--- src/design/mdet_pkg.sv ---
// Package for the most-recently-used entry table.
// Holds the entry and payload types, the control codes and the controller interface structs.
// No dependencies.
package mdet_pkg;

  localparam int unsigned MaxEntries = 64;
  localparam int unsigned IdxW = $clog2(MaxEntries);
  localparam int unsigned CntW = $clog2(MaxEntries + 1);

  typedef enum logic [1:0] {
    ACT_ADD      = 2'd0,
    ACT_REMOVE   = 2'd1,
    ACT_CONTAINS = 2'd2,
    ACT_READ     = 2'd3
  } action_e;

  typedef struct packed {
    logic [63:0] id_high;
    logic [63:0] id_low;
    logic [7:0]  kind;
    logic [31:0] pos_a;
    logic [31:0] pos_b;
    logic [31:0] pos_c;
    logic [31:0] created;
  } entry_t;

  typedef struct packed {
    logic [1:0]  action;
    logic [63:0] id_high;
    logic [63:0] id_low;
    logic [7:0]  kind;
    logic [31:0] pos_a;
    logic [31:0] pos_b;
    logic [31:0] pos_c;
    logic [31:0] created_time;
    logic [5:0]  slot;
  } in_t;

  typedef struct packed {
    logic        ok;
    logic [63:0] out_id_high;
    logic [63:0] out_id_low;
    logic [7:0]  out_kind;
    logic [31:0] out_pos_a;
    logic [31:0] out_pos_b;
    logic [31:0] out_pos_c;
    logic [31:0] out_created;
    logic [6:0]  fill;
  } out_t;

  typedef enum logic [3:0] {
    ST_IDLE,
    ST_DISPATCH,
    ST_SRCH_RD,
    ST_SRCH_CMP,
    ST_SHU_CHK,
    ST_SHU_WR,
    ST_WR_HEAD,
    ST_DN_CHK,
    ST_DN_WR,
    ST_RD_ADDR,
    ST_RD_CAP,
    ST_RESP
  } state_e;

  typedef enum logic [2:0] {
    IDX_HOLD,
    IDX_ZERO,
    IDX_INC,
    IDX_DEC,
    IDX_SLOT,
    IDX_LAST
  } idx_op_e;

  typedef enum logic [1:0] {
    RA_IDX,
    RA_IDX_DN,
    RA_IDX_UP
  } raddr_e;

  typedef struct packed {
    logic    req_load;
    idx_op_e idx_op;
    logic    mem_rd;
    raddr_e  ra_sel;
    logic    mem_wr;
    logic    wd_req;
    logic    hit_set;
    logic    ok_set;
    logic    cnt_inc;
    logic    cnt_dec;
    logic    rd_capture;
    logic    out_load;
  } cmd_t;

  typedef struct packed {
    action_e action;
    logic    cnt_zero;
    logic    match;
    logic    search_end;
    logic    slot_ok;
    logic    idx_zero;
    logic    up_more;
  } status_t;

endpackage

--- src/design/mdet_ctrl.sv ---
// Controller state machine for the entry table.
// Sequences search, shift, write and read steps; depends on mdet_pkg.
module mdet_ctrl (
  input  logic             clk_i,
  input  logic             rst_ni,
  input  logic             in_valid_i,
  output logic             in_ready_o,
  output logic             out_valid_o,
  input  logic             out_ready_i,
  input  mdet_pkg::status_t sts_i,
  output mdet_pkg::cmd_t    cmd_o
);

  mdet_pkg::state_e state_q, state_d;
  logic out_valid_q, out_valid_d;
  logic out_free;

  assign out_free = !out_valid_q || out_ready_i;
  assign in_ready_o = (state_q == mdet_pkg::ST_IDLE);
  assign out_valid_o = out_valid_q;

  always_comb begin
    state_d = state_q;
    unique case (state_q)
      mdet_pkg::ST_IDLE: begin
        if (in_valid_i) state_d = mdet_pkg::ST_DISPATCH;
      end
      mdet_pkg::ST_DISPATCH: begin
        unique case (sts_i.action)
          mdet_pkg::ACT_ADD:
            state_d = sts_i.cnt_zero ? mdet_pkg::ST_SHU_CHK : mdet_pkg::ST_SRCH_RD;
          mdet_pkg::ACT_CONTAINS:
            state_d = sts_i.cnt_zero ? mdet_pkg::ST_RESP : mdet_pkg::ST_SRCH_RD;
          mdet_pkg::ACT_REMOVE:
            state_d = sts_i.slot_ok ? mdet_pkg::ST_DN_CHK : mdet_pkg::ST_RESP;
          default:
            state_d = sts_i.slot_ok ? mdet_pkg::ST_RD_ADDR : mdet_pkg::ST_RESP;
        endcase
      end
      mdet_pkg::ST_SRCH_RD: state_d = mdet_pkg::ST_SRCH_CMP;
      mdet_pkg::ST_SRCH_CMP: begin
        if (sts_i.match || sts_i.search_end) begin
          state_d = (sts_i.action == mdet_pkg::ACT_ADD) ? mdet_pkg::ST_SHU_CHK
                                                         : mdet_pkg::ST_RESP;
        end else begin
          state_d = mdet_pkg::ST_SRCH_RD;
        end
      end
      mdet_pkg::ST_SHU_CHK:
        state_d = sts_i.idx_zero ? mdet_pkg::ST_WR_HEAD : mdet_pkg::ST_SHU_WR;
      mdet_pkg::ST_SHU_WR: state_d = mdet_pkg::ST_SHU_CHK;
      mdet_pkg::ST_WR_HEAD: state_d = mdet_pkg::ST_RESP;
      mdet_pkg::ST_DN_CHK:
        state_d = sts_i.up_more ? mdet_pkg::ST_DN_WR : mdet_pkg::ST_RESP;
      mdet_pkg::ST_DN_WR: state_d = mdet_pkg::ST_DN_CHK;
      mdet_pkg::ST_RD_ADDR: state_d = mdet_pkg::ST_RD_CAP;
      mdet_pkg::ST_RD_CAP: state_d = mdet_pkg::ST_RESP;
      mdet_pkg::ST_RESP: begin
        if (out_free) state_d = mdet_pkg::ST_IDLE;
      end
      default: state_d = mdet_pkg::ST_IDLE;
    endcase
  end

  always_comb begin
    cmd_o = '0;
    cmd_o.idx_op = mdet_pkg::IDX_HOLD;
    cmd_o.ra_sel = mdet_pkg::RA_IDX;
    out_valid_d = out_valid_q && !out_ready_i;
    unique case (state_q)
      mdet_pkg::ST_IDLE: begin
        if (in_valid_i) begin
          cmd_o.req_load = 1'b1;
          cmd_o.idx_op = mdet_pkg::IDX_ZERO;
        end
      end
      mdet_pkg::ST_DISPATCH: begin
        unique case (sts_i.action)
          mdet_pkg::ACT_ADD: begin
            if (sts_i.cnt_zero) cmd_o.idx_op = mdet_pkg::IDX_LAST;
          end
          mdet_pkg::ACT_CONTAINS: ;
          default: begin
            if (sts_i.slot_ok) begin
              cmd_o.idx_op = mdet_pkg::IDX_SLOT;
              cmd_o.ok_set = 1'b1;
            end
          end
        endcase
      end
      mdet_pkg::ST_SRCH_RD: cmd_o.mem_rd = 1'b1;
      mdet_pkg::ST_SRCH_CMP: begin
        if (sts_i.match) begin
          cmd_o.hit_set = 1'b1;
          if (sts_i.action != mdet_pkg::ACT_ADD) cmd_o.ok_set = 1'b1;
        end else if (sts_i.search_end) begin
          if (sts_i.action == mdet_pkg::ACT_ADD) cmd_o.idx_op = mdet_pkg::IDX_LAST;
        end else begin
          cmd_o.idx_op = mdet_pkg::IDX_INC;
        end
      end
      mdet_pkg::ST_SHU_CHK: begin
        if (!sts_i.idx_zero) begin
          cmd_o.mem_rd = 1'b1;
          cmd_o.ra_sel = mdet_pkg::RA_IDX_DN;
        end
      end
      mdet_pkg::ST_SHU_WR: begin
        cmd_o.mem_wr = 1'b1;
        cmd_o.idx_op = mdet_pkg::IDX_DEC;
      end
      mdet_pkg::ST_WR_HEAD: begin
        cmd_o.mem_wr = 1'b1;
        cmd_o.wd_req = 1'b1;
        cmd_o.ok_set = 1'b1;
        cmd_o.cnt_inc = 1'b1;
      end
      mdet_pkg::ST_DN_CHK: begin
        if (sts_i.up_more) begin
          cmd_o.mem_rd = 1'b1;
          cmd_o.ra_sel = mdet_pkg::RA_IDX_UP;
        end else begin
          cmd_o.cnt_dec = 1'b1;
        end
      end
      mdet_pkg::ST_DN_WR: begin
        cmd_o.mem_wr = 1'b1;
        cmd_o.idx_op = mdet_pkg::IDX_INC;
      end
      mdet_pkg::ST_RD_ADDR: cmd_o.mem_rd = 1'b1;
      mdet_pkg::ST_RD_CAP: cmd_o.rd_capture = 1'b1;
      mdet_pkg::ST_RESP: begin
        if (out_free) begin
          cmd_o.out_load = 1'b1;
          out_valid_d = 1'b1;
        end
      end
      default: ;
    endcase
  end

  always_ff @(posedge clk_i or negedge rst_ni) begin
    if (!rst_ni) begin
      state_q <= mdet_pkg::ST_IDLE;
      out_valid_q <= 1'b0;
    end else begin
      state_q <= state_d;
      out_valid_q <= out_valid_d;
    end
  end

endmodule

--- config.mk ---
export PLATFORM = sky130hd
export DESIGN_NAME = mdet_ctrl
export DESIGN_NICKNAME = d
export VERILOG_FILES = /design/src/design/mdet_pkg.sv /design/src/design/mdet_ctrl.sv
export SDC_FILE = /design/constraint.sdc
export NUM_CORES = 1
export LEC_CHECK = 0
export ABC_AREA = 1
export CORE_AREA = 2 2 39 41
export DETAILED_ROUTE_END_ITERATION = 10
export DIE_AREA = 0 0 41 43
export DONT_BUFFER_PORTS = 1
export HOLD_SLACK_MARGIN = 0.05
export MAX_ROUTING_LAYER = met4
export PLACE_DENSITY = 0.78
export RECOVER_POWER = 100
export SLEW_MARGIN = 20
export SYNTH_ARGS = -nofsm -noshare
export SYNTH_HDL_FRONTEND = slang
export SYNTH_SLANG_ARGS = --single-unit
--- constraint.sdc ---
create_clock -name clk_i -period 1.3 [get_ports clk_i]
set_clock_uncertainty 0.15 [all_clocks]
set_input_delay 0.13 -clock clk_i [delete_from_list [all_inputs] [get_ports clk_i]]
set_output_delay 0.13 -clock clk_i [all_outputs]
set_load 0.1 [all_outputs]
==> results of run 1 <==
## cells by family after synthesis
logic type      Yosys count
fa+ha+maj                 4
buf+inv                  27
compound gates           12
simple gates             71
flops                     5
## through the flow
stage	util, %	cell area (um2)	setup WS, ns
detailed placement	82.2	1140	-0.299
floorplan	-	781	-1.10
global placement	82.2	1140	-0.212
==> results by group, run 1 <==
Placement
  – Gpl congestion: 0.902
  – Post-DP HPWL: 1670 um
  – PortBufs: 0
  – Placed insts: 161

Die
  – # IOs: 29
  – Initial Util: 47.4%
  – Die height: 43 um
  – # rows: 14
  – Chip width: 41 um

Synthesis
  – Number of synthesized flops with an enable pin: 0
  – Seq cells post-synth: 5
  – Asr flop ratio synth: 100%
  – Post-synth top area cell: nand2_1
  – Largest family of logic cells by synthesized area: simple AND/OR/NAND/NOR gates
  – Post-Synth XOR/XNOR Area: 0%
  – Post-synth top area share: 20.0%
  – Syn nets: 135
  – Post-synthesis adder-cell area fraction: 7.63%
  – Yosys warning total: 0
  – Register area share after synthesis: 19.1%
  – Post-Synthesis Cells: 119
  – Post-synthesis mux area share: 0%
  – Synth Area in Compound Gates: 11.5%
  – Synth area leaders: nand2_1 20%, dfrtp_1 19%, inv_1 14%
  – Yosys cell types: 19
  – Syn Std Cell Area: 656 um2
  – Avg Cell Area, Syn: 5.51 um2
  – Simple-Gate Fraction of Synth Area: 45.8%
  – Most common cell in the netlist: nand2_1
  – Top FF cell, synth: dfrtp_1
  – Commonest cells in the netlist: 35 x nand2_1, 24 x inv_1, 19 x nor2_1

CTS
  – # clock sinks: 5
  – CTS Hold Bufs: 9
  – Post-CTS Setup Bufs: 1
  – CTS Buf Count: 3
  – H-tree depth: 1
  – Resized Gates After CTS: 33
  – Maximum clock path buffer count: 2
  – Root Buffer: clkbuf_4

Run status
  – Fail Step: 4_1_cts
  – Status: did not finish
  – Run Error: [ERROR DPL-0033] detailed placement checks failed during check placement.
==> run 2, diff against run 1 <==
CORE_AREA = 2 2 63 65   (was 2 2 39 41)
DIE_AREA = 0 0 65 67   (was 0 0 41 43)
HOLD_SLACK_MARGIN = default   (was 0.05)
MAX_ROUTING_LAYER = default   (was met4)
PLACE_DENSITY = default   (was 0.78)
PLACE_DENSITY_LB_ADDON = 0.15   (was default)
clock period = 1.7 ns   (was 1.3 ns; I/O delays follow)
==> results by group, run 2 <==
Run status
  – Status: finished, violations left
  – Violated checks: negative setup slack

Finish
  – Nets: 167
  – Reg with most FFs: state_q
  – Util after Layout: 37.4%
  – Max reg flops: 4
  – Layout cell share with drive strength beyond 1: 54.7%
  – Area growth from synthesis to layout: 106%
  – Commonest non-fill, non-tap cells in the layout: 22 x nand2_1, 15 x inv_1, 13 x buf_12
  – N_diodes: 0
  – Commonest non-fill, non-tap cell in the layout: nand2_1

Drt
  – Highest routing layer actually used: met3
  – Routed wl met2: 1140 um
  – Vias: 838
  – DR vias/cell: 4.23
  – Met3 wire length: 107 um
  – # DRC: 0
  – Pre-Repair DR Iteration Count: 4
  – DR iter-0 viols: 18
  – Wirelength, routed: 2170 um
  – Routed len/inst: 10.9 um
  – DRT antenna net count: 0
  – Metal-1 WL: 922 um

CTS
  – CTS tree: yes
  – Root Buffer: clkbuf_8
  – Maximum clock path buffer count: 2
  – # clock sinks: 5
  – CTS Buf Count: 3
  – Worst skew pair latency: 0.22 ns
  – Worst-path clk slew: 0.04 ns
  – H-tree depth: 1

Worst setup path
  – Critical path type: flop to output pin
  – Crit path max-delay family: flip-flops
  – R2R Path End: state_q[3]
  – R2R Setup Slk: 0.15 ns
  – CP Max Fanout: 5
  – Worst path bufs/invs: 2
  – Critical path, cell by cell: nand2_4, inv_4, nand2_2, o211ai_1, clkbuf_16
  – Worst Path Arrival: 1.45 ns
  – Req. time, crit path: 1.38 ns
  – Crit-path max cell delay: 0.47 ns
  – R2R depth: 9
  – Slowest CP cell: dfrtp_2
  – Crit end category: output pin
  – Crit path launch type: flop
  – R2r startpoint: state_q[2]

Synthesis
  – Post-synth top area share: 20.0%
  – Yosys cell types: 19
  – Synth area leaders: nand2_1 20%, dfrtp_1 19%, inv_1 14%
  – Avg Cell Area, Syn: 5.51 um2
  – Syn nets: 135
  – Most common cell in the netlist: nand2_1
  – Syn Std Cell Area: 656 um2
  – Asr flop ratio synth: 100%
  – Post-synth top area cell: nand2_1
  – Yosys warning total: 0
  – Post-Synthesis Cells: 119
  – Seq cells post-synth: 5
  – Commonest cells in the netlist: 35 x nand2_1, 24 x inv_1, 19 x nor2_1
  – Top FF cell, synth: dfrtp_1
  – Register area share after synthesis: 19.1%
  – Number of synthesized flops with an enable pin: 0

STA
  – Rel. slew slack: 79.2%
  – Period minus WS final: 1.77 ns
  – WHS: 0.0200 ns
  – Max Fclk: 566 MHz
  – RSZ-0062 raised after global routing: yes
  – Max Slew Vio Count: 0
  – Final Hold Fails: 0
  – Finish-stage setup viols: 9
  – Period utilisation layout: 104%
  – Tightest Pin Transition: 0.307 ns
  – Setup ws final: -0.0666 ns

Die
  – # rows: 22
  – Initial Util: 18.2%
  – Core area: 3610 um2
  – Chip width: 65 um
  – # IOs: 29
  – Die area: 4360 um2
  – Die height: 67 um

Min path
  – Worst Hold Path Cells: 3
  – WHS Endpoint: out_valid_o
  – Hold Crit Start: out_ready_i
  – Worst min-delay path category: primary input to flop

Global routing
  – First-pass GRT wire length: 3550 um
  – Gr ovfl total: 0
  – GRT Overall Usage: 10.5%
  – Initial antenna violation count: 0
  – Largest net degree at the start of global routing: 6
  – Number of global-route vias before repair: 825

Run
  – Max capacitance violation total: 0

Placement
  – PortBufs: 0
  – Post-DP HPWL: 1730 um
  – Gpl congestion: 0.855
[run 2: cell counts after synthesis]
Identical to the previous run, type by type.
[run 2: final cells by class]
cell class | count | area, um2
Multi-Input combinational cell | 87 | 597
Tap cell | 48 | 60.1
Clock buffer | 3 | 41.3
Fill cell | 381 | 2260
Sequential cell | 5 | 131
Inverter | 26 | 116
Timing Repair Buffer | 28 | 397
Clock inverter | 1 | 5.00
[run 2: how the worst max path moves through the flow]
stage	startpoint	to	slack, ns	cells past startpoint
finish	state_q[0]	cmd_o[10]	-0.07	5
floorplan	state_q[3]	cmd_o[10]	-0.74	3
detailed placement	state_q[3]	cmd_o[11]	0.05	6
global placement	state_q[3]	cmd_o[11]	0.08	6
global route	state_q[0]	cmd_o[10]	-0.13	5
CTS	state_q[2]	cmd_o[10]	-0.1	5
[run 2: repair_timing]
item,CTS,global route
pin swaps,5,11
resized for setup,23,21
hold buffers,1,0
setup endpoints to repair,12,15
cloned,0,0
setup buffers,6,3
hold endpoints to repair,5,0
[run 2: logic make-up (layout without fill, tap and decap cells)]
family	count (synthesis)	after routing	share of synthesized area, %
and+or+nand+nor	71	71	45.8
buffers and inverters	27	58	16.0
AOI/OAI and AO/OA	12	12	11.5
DFF	5	5	19.1
adders and majority gates	4	4	7.63
[run 2: stage by stage]
stage                     std cells  area, um2  setup TNS [ns]  worst slack [ns]
final                           198       1350          -0.317           -0.0666
after global routing            198       1350           -1.03            -0.126
after CTS                       195       1260          -0.309           -0.0997
after detailed placement        184       1090               0            0.0531
after global placement          184       1090               0            0.0842
after floorplan                 119        734           -2.59            -0.740
[run 2: routing by layer]
metal,vias up,track usage [%]
met3,0,2.53
met5,-,0
met2,22,17.4
li1,425,-
met1,391,13.2
met4,0,3.99
[run 2: tightest hold or removal path, stage by stage]
cell	delay (ns)
inv_1	0.07
nand2_1	0.07
nand2_1	0.05
Power of run 2 is not shown: default switching activity piles up to over one toggle a cycle in this logic, so the estimate is an artifact.
